==> config.mk <==
export PLATFORM = sky130hd
export DESIGN_NAME = glyph_info_lru_cache_top_flat
export DESIGN_NICKNAME = d
export VERILOG_FILES = /design/src/rtl/core/glc_pkg.sv /design/src/rtl/core/glc_if.sv /design/src/rtl/core/glyph_info_lru_cache_top.sv /design/src/rtl/core/glc_ram.sv /design/src/flat_wrapper.sv
export SDC_FILE = /design/constraint.sdc
export NUM_CORES = 2
export LEC_CHECK = 0
export ABC_AREA = 1
export BUFFER_PORTS_ARGS = -buffer_cell sky130_fd_sc_hd__buf_2
export CAP_MARGIN = 20
export CORE_MARGIN = 5
export CORE_UTILIZATION = 60
export DETAILED_ROUTE_END_ITERATION = 10
export GPL_ROUTABILITY_DRIVEN = 0
export PLACE_DENSITY_LB_ADDON = 0.2
export SYNTH_ARGS = -nofsm -noshare
export SYNTH_HDL_FRONTEND = slang
export SYNTH_SLANG_ARGS = --single-unit
==> constraint.sdc <==
create_clock -name clk -period 13.05 [get_ports clk]
set_input_delay 2.61 -clock clk [delete_from_list [all_inputs] [get_ports clk]]
set_output_delay 2.61 -clock clk [all_outputs]
set_load 0.01 [all_outputs]
==> src/rtl/core/glc_pkg.sv <==
// shared types and constants for the glyph descriptor lru cache
`default_nettype none

package glc_pkg;

  // operation codes
  localparam logic FUNC_LOOKUP = 1'b0;
  localparam logic FUNC_INSERT = 1'b1;

  // number of valid font size classes
  localparam int SIZE_KINDS = 4;

  // starting value of the least-stamp search, one above any stamp
  localparam logic [16:0] STAMP_CEIL = 17'h10000;

  // widths of stored fields
  localparam int METRICS_W = 44;
  localparam int STAMP_W   = 16;

  // request item
  typedef struct packed {
    logic              func;
    logic [1:0]        font_size;
    logic [15:0]       char_code;
    logic [1:0]        pixel_depth_code;
    logic [2:0]        flag_bits;
    logic [6:0]        advance;
    logic [7:0]        glyph_width;
    logic [7:0]        glyph_height;
    logic signed [7:0] x_offset;
    logic signed [7:0] y_offset;
    logic [31:0]       data_addr;
  } in_item_t;

  // result item
  typedef struct packed {
    logic              found;
    logic [1:0]        hit_depth_code;
    logic [2:0]        hit_flags;
    logic [6:0]        hit_advance;
    logic [7:0]        hit_width;
    logic [7:0]        hit_height;
    logic signed [7:0] hit_x_offset;
    logic signed [7:0] hit_y_offset;
    logic [31:0]       hit_addr;
  } out_item_t;

  // one stored entry: key and descriptor
  typedef struct packed {
    logic [1:0]           size_tag;
    logic [15:0]          code;
    logic [METRICS_W-1:0] metrics;
    logic [31:0]          address;
  } entry_t;

  // sequencer states
  typedef enum logic [1:0] {
    S_IDLE,
    S_SCAN,
    S_WRITE,
    S_DONE
  } state_t;

endpackage

`default_nettype wire

==> src/rtl/core/glc_if.sv <==
// valid/ready channel interfaces for request and result items
`default_nettype none

interface glc_in_if;
  logic             valid;
  logic             ready;
  glc_pkg::in_item_t data;

  modport source (output valid, output data, input ready);
  modport sink   (input valid, input data, output ready);
endinterface

interface glc_out_if;
  logic              valid;
  logic              ready;
  glc_pkg::out_item_t data;

  modport source (output valid, output data, input ready);
  modport sink   (input valid, input data, output ready);
endinterface

`default_nettype wire

==> src/rtl/core/glyph_info_lru_cache_top.sv <==
// glyph descriptor lru cache: one entry scanned per cycle under a small sequencer
// flow: a lookup hit or an insert goes from the scan through the write step to the result,
//   a miss goes from the scan straight to the result, an out-of-range size class skips the scan
// throughput: one item at a time, next accept in the cycle after the result loads; set by the scan
// reset: valid and stamp-live bits clear on reset, so the store reads as all zero
//   with no clearing pass; the stamp counter returns to zero
`default_nettype none

module glyph_info_lru_cache_top #(
  parameter int ENTRIES = 16
) (
  input  wire logic  clk,
  input  wire logic  rst,
  glc_in_if.sink     req,
  glc_out_if.source  rsp
);

  localparam int IW = (ENTRIES > 1) ? $clog2(ENTRIES) : 1;
  localparam int CW = $clog2(ENTRIES + 1);
  localparam int EW = $bits(glc_pkg::entry_t);

  // registers
  glc_pkg::state_t    state, state_next;
  glc_pkg::in_item_t  item;
  glc_pkg::out_item_t res;
  glc_pkg::out_item_t rsp_data;
  logic               rsp_valid;
  logic [CW-1:0]      rd_cnt;
  logic               cmp_valid;
  logic [IW-1:0]      cmp_idx;
  logic [IW-1:0]      target;
  logic [16:0]        least;
  logic [15:0]        stamp_counter;
  logic [ENTRIES-1:0] valid;
  logic [ENTRIES-1:0] live;

  // ram ports
  logic                 key_we;
  glc_pkg::entry_t      key_wdata;
  logic [EW-1:0]        key_rdata;
  logic                 stamp_we;
  logic [15:0]          stamp_wdata;
  logic [15:0]          stamp_rdata;
  logic                 issue;

  // compare stage signals
  glc_pkg::entry_t      cur_key;
  logic [15:0]          cur_stamp;
  logic                 is_last;
  logic                 is_insert;
  logic                 size_ok;
  logic                 key_match;
  logic                 free_hit;
  logic                 stamp_less;
  logic                 accept;
  logic                 load_out;
  logic [15:0]          stamp_inc;
  logic                 wrap;
  logic [15:0]          new_stamp;
  glc_pkg::entry_t      new_entry;

  glc_ram #(.WIDTH(EW), .DEPTH(ENTRIES)) u_key_ram (
    .clk   (clk),
    .we    (key_we),
    .waddr (target),
    .wdata (key_wdata),
    .re    (issue),
    .raddr (rd_cnt[IW-1:0]),
    .rdata (key_rdata)
  );

  glc_ram #(.WIDTH(glc_pkg::STAMP_W), .DEPTH(ENTRIES)) u_stamp_ram (
    .clk   (clk),
    .we    (stamp_we),
    .waddr (target),
    .wdata (stamp_wdata),
    .re    (issue),
    .raddr (rd_cnt[IW-1:0]),
    .rdata (stamp_rdata)
  );

  // handshake
  assign req.ready = (state == glc_pkg::S_IDLE);
  assign accept    = req.valid && req.ready;
  assign rsp.valid = rsp_valid;
  assign rsp.data  = rsp_data;
  assign load_out  = (state == glc_pkg::S_DONE) && (!rsp_valid || rsp.ready);

  // compare stage: entries never written read as zero
  assign cur_key    = valid[cmp_idx] ? glc_pkg::entry_t'(key_rdata) : '0;
  assign cur_stamp  = live[cmp_idx] ? stamp_rdata : '0;
  assign is_last    = (cmp_idx == IW'(ENTRIES - 1));
  assign is_insert  = (item.func == glc_pkg::FUNC_INSERT);
  assign size_ok    = (32'(req.data.font_size) < glc_pkg::SIZE_KINDS);
  assign key_match  = (cur_key.size_tag == item.font_size) && (cur_key.code == item.char_code);
  assign free_hit   = (cur_key.code == 16'd0) || (cur_stamp == 16'd0);
  assign stamp_less = ({1'b0, cur_stamp} < least);
  assign issue      = (state == glc_pkg::S_SCAN) && (rd_cnt < CW'(ENTRIES));

  // fresh stamp, with wrap back to one
  assign stamp_inc = stamp_counter + 16'd1;
  assign wrap      = (stamp_inc == 16'd0);
  assign new_stamp = wrap ? 16'd1 : stamp_inc;

  // descriptor to store on insert
  always_comb begin
    new_entry.size_tag = item.font_size;
    new_entry.code     = item.char_code;
    new_entry.metrics  = {item.y_offset, item.x_offset, item.glyph_height, item.glyph_width,
                          item.advance, item.flag_bits, item.pixel_depth_code};
    new_entry.address  = item.data_addr;
  end

  // next state
  always_comb begin
    state_next = state;
    case (state)
      glc_pkg::S_IDLE: begin
        if (accept) begin
          state_next = size_ok ? glc_pkg::S_SCAN : glc_pkg::S_DONE;
        end
      end
      glc_pkg::S_SCAN: begin
        if (cmp_valid) begin
          if (is_insert) begin
            if (free_hit || is_last) begin
              state_next = glc_pkg::S_WRITE;
            end
          end else if (key_match) begin
            state_next = glc_pkg::S_WRITE;
          end else if (is_last) begin
            state_next = glc_pkg::S_DONE;
          end
        end
      end
      glc_pkg::S_WRITE: state_next = glc_pkg::S_DONE;
      glc_pkg::S_DONE: begin
        if (load_out) begin
          state_next = glc_pkg::S_IDLE;
        end
      end
      default: state_next = glc_pkg::S_IDLE;
    endcase
  end

  // ram write controls
  always_comb begin
    stamp_we    = 1'b0;
    key_we      = 1'b0;
    stamp_wdata = new_stamp;
    key_wdata   = new_entry;
    case (state)
      glc_pkg::S_WRITE: begin
        stamp_we = 1'b1;
        key_we   = is_insert;
      end
      default: begin
        stamp_we = 1'b0;
        key_we   = 1'b0;
      end
    endcase
  end

  // control registers
  always_ff @(posedge clk) begin
    if (rst) begin
      state         <= glc_pkg::S_IDLE;
      rsp_valid     <= 1'b0;
      cmp_valid     <= 1'b0;
      rd_cnt        <= '0;
      stamp_counter <= '0;
      valid         <= '0;
      live          <= '0;
    end else begin
      state     <= state_next;
      cmp_valid <= issue;
      if (accept) begin
        rd_cnt <= '0;
      end else if (issue) begin
        rd_cnt <= rd_cnt + CW'(1);
      end
      if (load_out) begin
        rsp_valid <= 1'b1;
      end else if (rsp.ready) begin
        rsp_valid <= 1'b0;
      end
      // stamp update, clearing every stamp on wrap
      if (state == glc_pkg::S_WRITE) begin
        stamp_counter <= new_stamp;
        live <= (wrap ? {ENTRIES{1'b0}} : live) | (ENTRIES'(1) << target);
        if (is_insert) begin
          valid[target] <= 1'b1;
        end
      end
    end
  end

  // payload registers
  always_ff @(posedge clk) begin
    if (issue) begin
      cmp_idx <= rd_cnt[IW-1:0];
    end
    if (accept) begin
      item   <= req.data;
      res    <= '0;
      target <= '0;
      least  <= glc_pkg::STAMP_CEIL;
    end else if (state == glc_pkg::S_SCAN && cmp_valid) begin
      if (is_insert) begin
        if (free_hit) begin
          target <= cmp_idx;
        end else if (stamp_less) begin
          target <= cmp_idx;
          least  <= {1'b0, cur_stamp};
        end
      end else if (key_match) begin
        target             <= cmp_idx;
        res.found          <= 1'b1;
        res.hit_depth_code <= cur_key.metrics[1:0];
        res.hit_flags      <= cur_key.metrics[4:2];
        res.hit_advance    <= cur_key.metrics[11:5];
        res.hit_width      <= cur_key.metrics[19:12];
        res.hit_height     <= cur_key.metrics[27:20];
        res.hit_x_offset   <= $signed(cur_key.metrics[35:28]);
        res.hit_y_offset   <= $signed(cur_key.metrics[43:36]);
        res.hit_addr       <= cur_key.address;
      end
    end
    if (load_out) begin
      rsp_data <= res;
    end
  end

  // the stamp counter never holds zero once a stamp has been handed out
  a_stamp_nonzero: assert property (@(posedge clk) disable iff (rst)
    state == glc_pkg::S_WRITE |=> stamp_counter != 16'd0)
    else $error("stamp counter zero after stamp update");

  // the written entry always carries a live stamp afterward
  a_target_live: assert property (@(posedge clk) disable iff (rst)
    state == glc_pkg::S_WRITE |=> live[target])
    else $error("written entry has no live stamp");

  // a result without a hit has zero address, width, height and advance
  a_miss_zero: assert property (@(posedge clk) disable iff (rst)
    rsp_valid && !rsp_data.found |-> rsp_data.hit_addr == 32'd0 &&
      rsp_data.hit_width == 8'd0 && rsp_data.hit_height == 8'd0 &&
      rsp_data.hit_advance == 7'd0)
    else $error("miss result carries nonzero descriptor");

  // an insert never reports a hit
  a_insert_no_found: assert property (@(posedge clk) disable iff (rst)
    state == glc_pkg::S_DONE && is_insert |-> !res.found)
    else $error("insert produced a hit result");

  // a lookup only reaches the write step through a match
  a_lookup_write: assert property (@(posedge clk) disable iff (rst)
    state == glc_pkg::S_WRITE && !is_insert |-> res.found)
    else $error("lookup stamp update without a hit");

endmodule

`default_nettype wire

==> src/rtl/core/glc_ram.sv <==
// generic single write port ram with registered read
`default_nettype none

module glc_ram #(
  parameter int WIDTH = 16,
  parameter int DEPTH = 16
) (
  input  wire logic                                  clk,
  input  wire logic                                  we,
  input  wire logic [(DEPTH > 1 ? $clog2(DEPTH) : 1)-1:0] waddr,
  input  wire logic [WIDTH-1:0]                      wdata,
  input  wire logic                                  re,
  input  wire logic [(DEPTH > 1 ? $clog2(DEPTH) : 1)-1:0] raddr,
  output      logic [WIDTH-1:0]                      rdata
);

  logic [WIDTH-1:0] mem [DEPTH];

  // write and registered read
  always_ff @(posedge clk) begin
    if (we) begin
      mem[waddr] <= wdata;
    end
    if (re) begin
      rdata <= mem[raddr];
    end
  end

endmodule

`default_nettype wire

==> src/flat_wrapper.sv <==
// flat-port wrapper written by rule: the top's interface ports become plain ports
module glyph_info_lru_cache_top_flat 
#(
  parameter int ENTRIES = 16
)
  (clk, rst, req_valid, req_data, req_ready, rsp_valid, rsp_data, rsp_ready);
  glc_in_if req_i ();
  glc_out_if rsp_i ();
  input  wire logic clk;
  input  wire logic rst;
  input wire logic [$bits(req_i.valid)-1:0] req_valid;
  input wire logic [$bits(req_i.data)-1:0] req_data;
  output wire logic [$bits(req_i.ready)-1:0] req_ready;
  output wire logic [$bits(rsp_i.valid)-1:0] rsp_valid;
  output wire logic [$bits(rsp_i.data)-1:0] rsp_data;
  input wire logic [$bits(rsp_i.ready)-1:0] rsp_ready;
  assign req_i.valid = req_valid;
  assign req_i.data = req_data;
  assign req_ready = req_i.ready;
  assign rsp_valid = rsp_i.valid;
  assign rsp_data = rsp_i.data;
  assign rsp_i.ready = rsp_ready;
  glyph_info_lru_cache_top #(.ENTRIES(ENTRIES)) u_core (.clk(clk), .rst(rst), .req(req_i), .rsp(rsp_i));
endmodule
==> impl_metrics.tcl <==
set metrics [dict create \
    routed_wl_um 210000 \
    critical_path_required_ns 13.74 \
    tns_ns 0 \
    standby_leakage_power_uw 0.0306 \
    grt_antenna_before_repair 4 \
    drive_gt1_frac 0.102 \
    final-hold-violation-count 0 \
    grt_first_pass_wirelength_um 308000 \
    initial_core_util 0.605 \
    synthCells 6071 \
    worst_slew_pin_slew_ns 1.13 \
    timing.critical_path.fanout_max 155 \
    post_cts_resized 0 \
    worstPathCellList "inv_8, buf_4, buf_4, buf_4, nor2_1, o32ai_1, o211ai_1, nand3_1" \
    maxCapViolations 0 \
    routedWlPerCell_um 25.5 \
    cts.clk_slew.worst_paths_ns 0.06 \
    endpoint_kind "flop" \
    syn-cell-area_um2 84500 \
    core_area_um2 140000 \
    route.detailed.drc 0 \
    synth.ff_latch_count 2201 \
    drtAntennaViolNets 0 \
    row_count 137 \
    cts_max_level 4 \
    hp-class "reg2reg" \
    rsz0062_at_grt "no" \
    synth-main-ff-cell "sky130_fd_sc_hd__edfxtp_1" \
    p_int_uw 12700 \
    yosysWarningCount 0 \
    clock_sink_count 2201 \
    avgViaCountPerCell 6.27 \
    clock_latency_ns 0.84 \
    yosys.cell_types.count 42 \
    fp.dieArea_um2 148000 \
    finalPower_uw 17600 \
    fp.dieW_um 385 \
    critical_path_arrival_ns 5.68 \
    cp_slowest_stage_delay_ns 0.93 \
    cp_common_cell "sky130_fd_sc_hd__buf_4" \
    finalNetCount 6268 \
    share_comb_of_total_power 0.152 \
    place_hpwl_um 98900 \
    io_buffer_count 177 \
    worstReg2RegStart "u_core.rd_cnt[0]$_SDFFE_PP0P_" \
    p_seq_frac 0.510 \
    synth_sequential_area_ratio 0.764 \
    synth_enable_flop_cells 2046 \
    startpoint_type "flop" \
    grt_max_degree 176 \
    run_status "finished clean" \
    reg2reg_setup_slack_ns 8.06 \
    mappedNetlistNets 6191 \
    post_synth.cell_area_avg_um2 13.9 \
    grt_pass1_vias 49000 \
    cts_made_buffers 207 \
    tritoncts "done" \
    fin_worst_skew_ns 0.0372 \
    dieHeight_um 385 \
    drt_pre_antenna_iters 6 \
    cts_setup_buffers 0 \
    power.ir.vdd_worst_uv 113 \
    initialDrtViolationCount 6949 \
    timing.final.crit_share 0.383 \
    synthArstFlopShare 0 \
    ws_path_type "reg2reg" \
    area_growth_pct 11.3 \
    achievable-frequency_mhz 200 \
    timing.final.max_slew_violations 0 \
    total_switching_power_uw 4920 \
    clock_path_buffers 3 \
    global_route_congestion_overflow_total 0 \
    global_route.usage.total 0.279 \
    final_count_of_negative_setup_slack_endpoints 0 \
    hold_path_startpoint "u_core.res[76]$_SDFFE_PP0P_" \
    cts.root.buffer_cell "sky130_fd_sc_hd__clkbuf_16" \
    hold_buffers 0 \
    power.clock.fraction 0.338 \
    timing.critical_path.from "u_core.rd_cnt[0]$_SDFFE_PP0P_" \
    pin_count 178 \
    max-slew-margin-rel 0.250 \
    slowest_stage "sky130_fd_sc_hd__buf_4" \
    p_sw_frac 0.280 \
    cellPowerDensity_nw_per_um2 187 \
    timing.final.crit_period_ns 4.99 \
    via_count 51400 \
]
## critical path, delay by kind of cell, from the launching register on
| kind | cells | cell delay (ns) |
|---|---|---|
| AOI/OAI and AO/OA | 2 | 0.43 |
| buffers and inverters | 4 | 3.49 |
| DFF | 1 | 0.56 |
| and+or+nand+nor | 2 | 0.22 |
## synthesized netlist by cell type, types with 7 or more instances
cell type	instances	area [um2]
sky130_fd_sc_hd__ha_1	21	263
sky130_fd_sc_hd__buf_1	29	109
sky130_fd_sc_hd__mux2i_1	184	1840
sky130_fd_sc_hd__a21oi_1	121	606
sky130_fd_sc_hd__buf_2	12	60.1
sky130_fd_sc_hd__xor2_1	17	149
sky130_fd_sc_hd__o21a_1	15	113
sky130_fd_sc_hd__a21oi_2	16	140
sky130_fd_sc_hd__o32ai_1	256	2240
sky130_fd_sc_hd__nand4_1	8	50.1
sky130_fd_sc_hd__nand3_2	25	250
sky130_fd_sc_hd__buf_6	12	135
sky130_fd_sc_hd__dfxtp_1	155	3100
sky130_fd_sc_hd__o211ai_1	41	308
sky130_fd_sc_hd__o221ai_1	184	1610
sky130_fd_sc_hd__o21ai_0	484	2420
sky130_fd_sc_hd__nand3b_1	11	82.6
sky130_fd_sc_hd__nand2_1	438	1640
sky130_fd_sc_hd__clkbuf_1	342	1280
sky130_fd_sc_hd__inv_1	208	781
sky130_fd_sc_hd__edfxtp_1	2046	61400
sky130_fd_sc_hd__nor3_1	7	35.0
sky130_fd_sc_hd__nor2_1	1143	4290
sky130_fd_sc_hd__nand3_1	264	1320
## worst paths after layout
kind,end,depth (start not counted)
max,u_core.u_key_ram.rdata[20]$_DFFE_PP_,8
min,u_core.rsp.data[76]$_DFFE_PP_,0
max reg2reg,u_core.u_key_ram.rdata[20]$_DFFE_PP_,8
min reg2reg,u_core.rsp.data[76]$_DFFE_PP_,0
## power by group through the flow
stage	logic, uW	clock network (uW)	registers, uW
final	2670	5930	8970
after global routing	2930	6310	9020
after CTS	2650	5990	8960
after detailed placement	2630	0	9100
after global placement	2570	0	9080
after floorplan	1890	0	8930
## flip-flops by register name, indices dropped and copies added (netlist names), 2 cells and up
name / cells
u_core.u_key_ram.mem: 1504
u_core.u_stamp_ram.mem: 256
u_core.item: 94
u_core.u_key_ram.rdata: 94
u_core.res: 77
u_core.rsp.data: 77
u_core.least: 17
u_core.live: 16
u_core.stamp_counter: 16
u_core.u_stamp_ram.rdata: 16
u_core.valid: 16
u_core.rd_cnt: 5
u_core.cmp_idx: 4
u_core.target: 4
u_core.state: 2
## metal layers
metal	vias up	global-route usage	share of wire
li1	22700	-	-
met1	25700	0.401	0.40
met2	2628	0.450	0.48
met3	373	0.0433	0.090
met4	0	0.0845	0.029
met5	-	0	0
## per-stage QoR
stage | hold WS [ns] | setup slack [ns] | std cells | cell area, um2 | util
2_1_floorplan | 0.406 | 6.15 | 6071 | 84500 | -
3_3_place_gp | 0.414 | 7.60 | 7806 | 87200 | 0.624
3_5_place_dp | 0.414 | 7.55 | 7806 | 87200 | 0.624
4_1_cts | 0.425 | 8.09 | 8196 | 93900 | 0.672
5_1_grt | 0.434 | 7.72 | 8206 | 94000 | 0.673
6_report | 0.420 | 8.06 | 8206 | 94000 | 0.673
## cells by family (layout without fill, tap and decap cells)
| kind of cell | after synthesis | count (layout) | synth area share |
|---|---|---|---|
| flip-flops | 2201 | 2201 | 0.764 |
| XOR/XNOR | 17 | 17 | 0.00176 |
| other | 0 | 1 | 0 |
| AO/OA/AOI/OAI | 1132 | 1132 | 0.0893 |
| adder cells (fa/ha/maj) | 21 | 21 | 0.00311 |
| buffers and inverters | 611 | 869 | 0.0286 |
| multiplexers | 184 | 184 | 0.0218 |
| AND/OR/NAND/NOR | 1905 | 1905 | 0.0916 |
## cells in the final DEF (no fill, tap or decap), drive strengths merged, types with 2 or more instances in the layout
cell type  synthesis  final
clkbuf           342    291
o22ai              4      4
a21oi            137    137
clkinv             3     80
clkinvlp           0      2
o21ai            486    486
o221ai           184    184
dfxtp            155    155
nor4               2      2
o32ai            256    256
ha                21     21
bufinv             0     15
o211ai            41     41
nor2            1145   1145
nand3b            11     11
xor2              17     17
buf               56    266
edfxtp          2046   2046
nand2            443    443
inv              210    215
nand4              8      8
nor3               7      7
nand3            289    289
mux2i            184    184
o41ai              4      4
o21a              15     15
## cell type report
class	count	area (um2)
diodes	1	2.50
clock buffers	291	5640
clock inverters	99	1130
fillers	9544	45700
inverters	213	833
multi-input cells	3259	17800
flip-flops and latches	2201	64600
well taps	1876	2350
repair buffers	266	1750
Note: power is estimated with default switching activity, not from simulation.
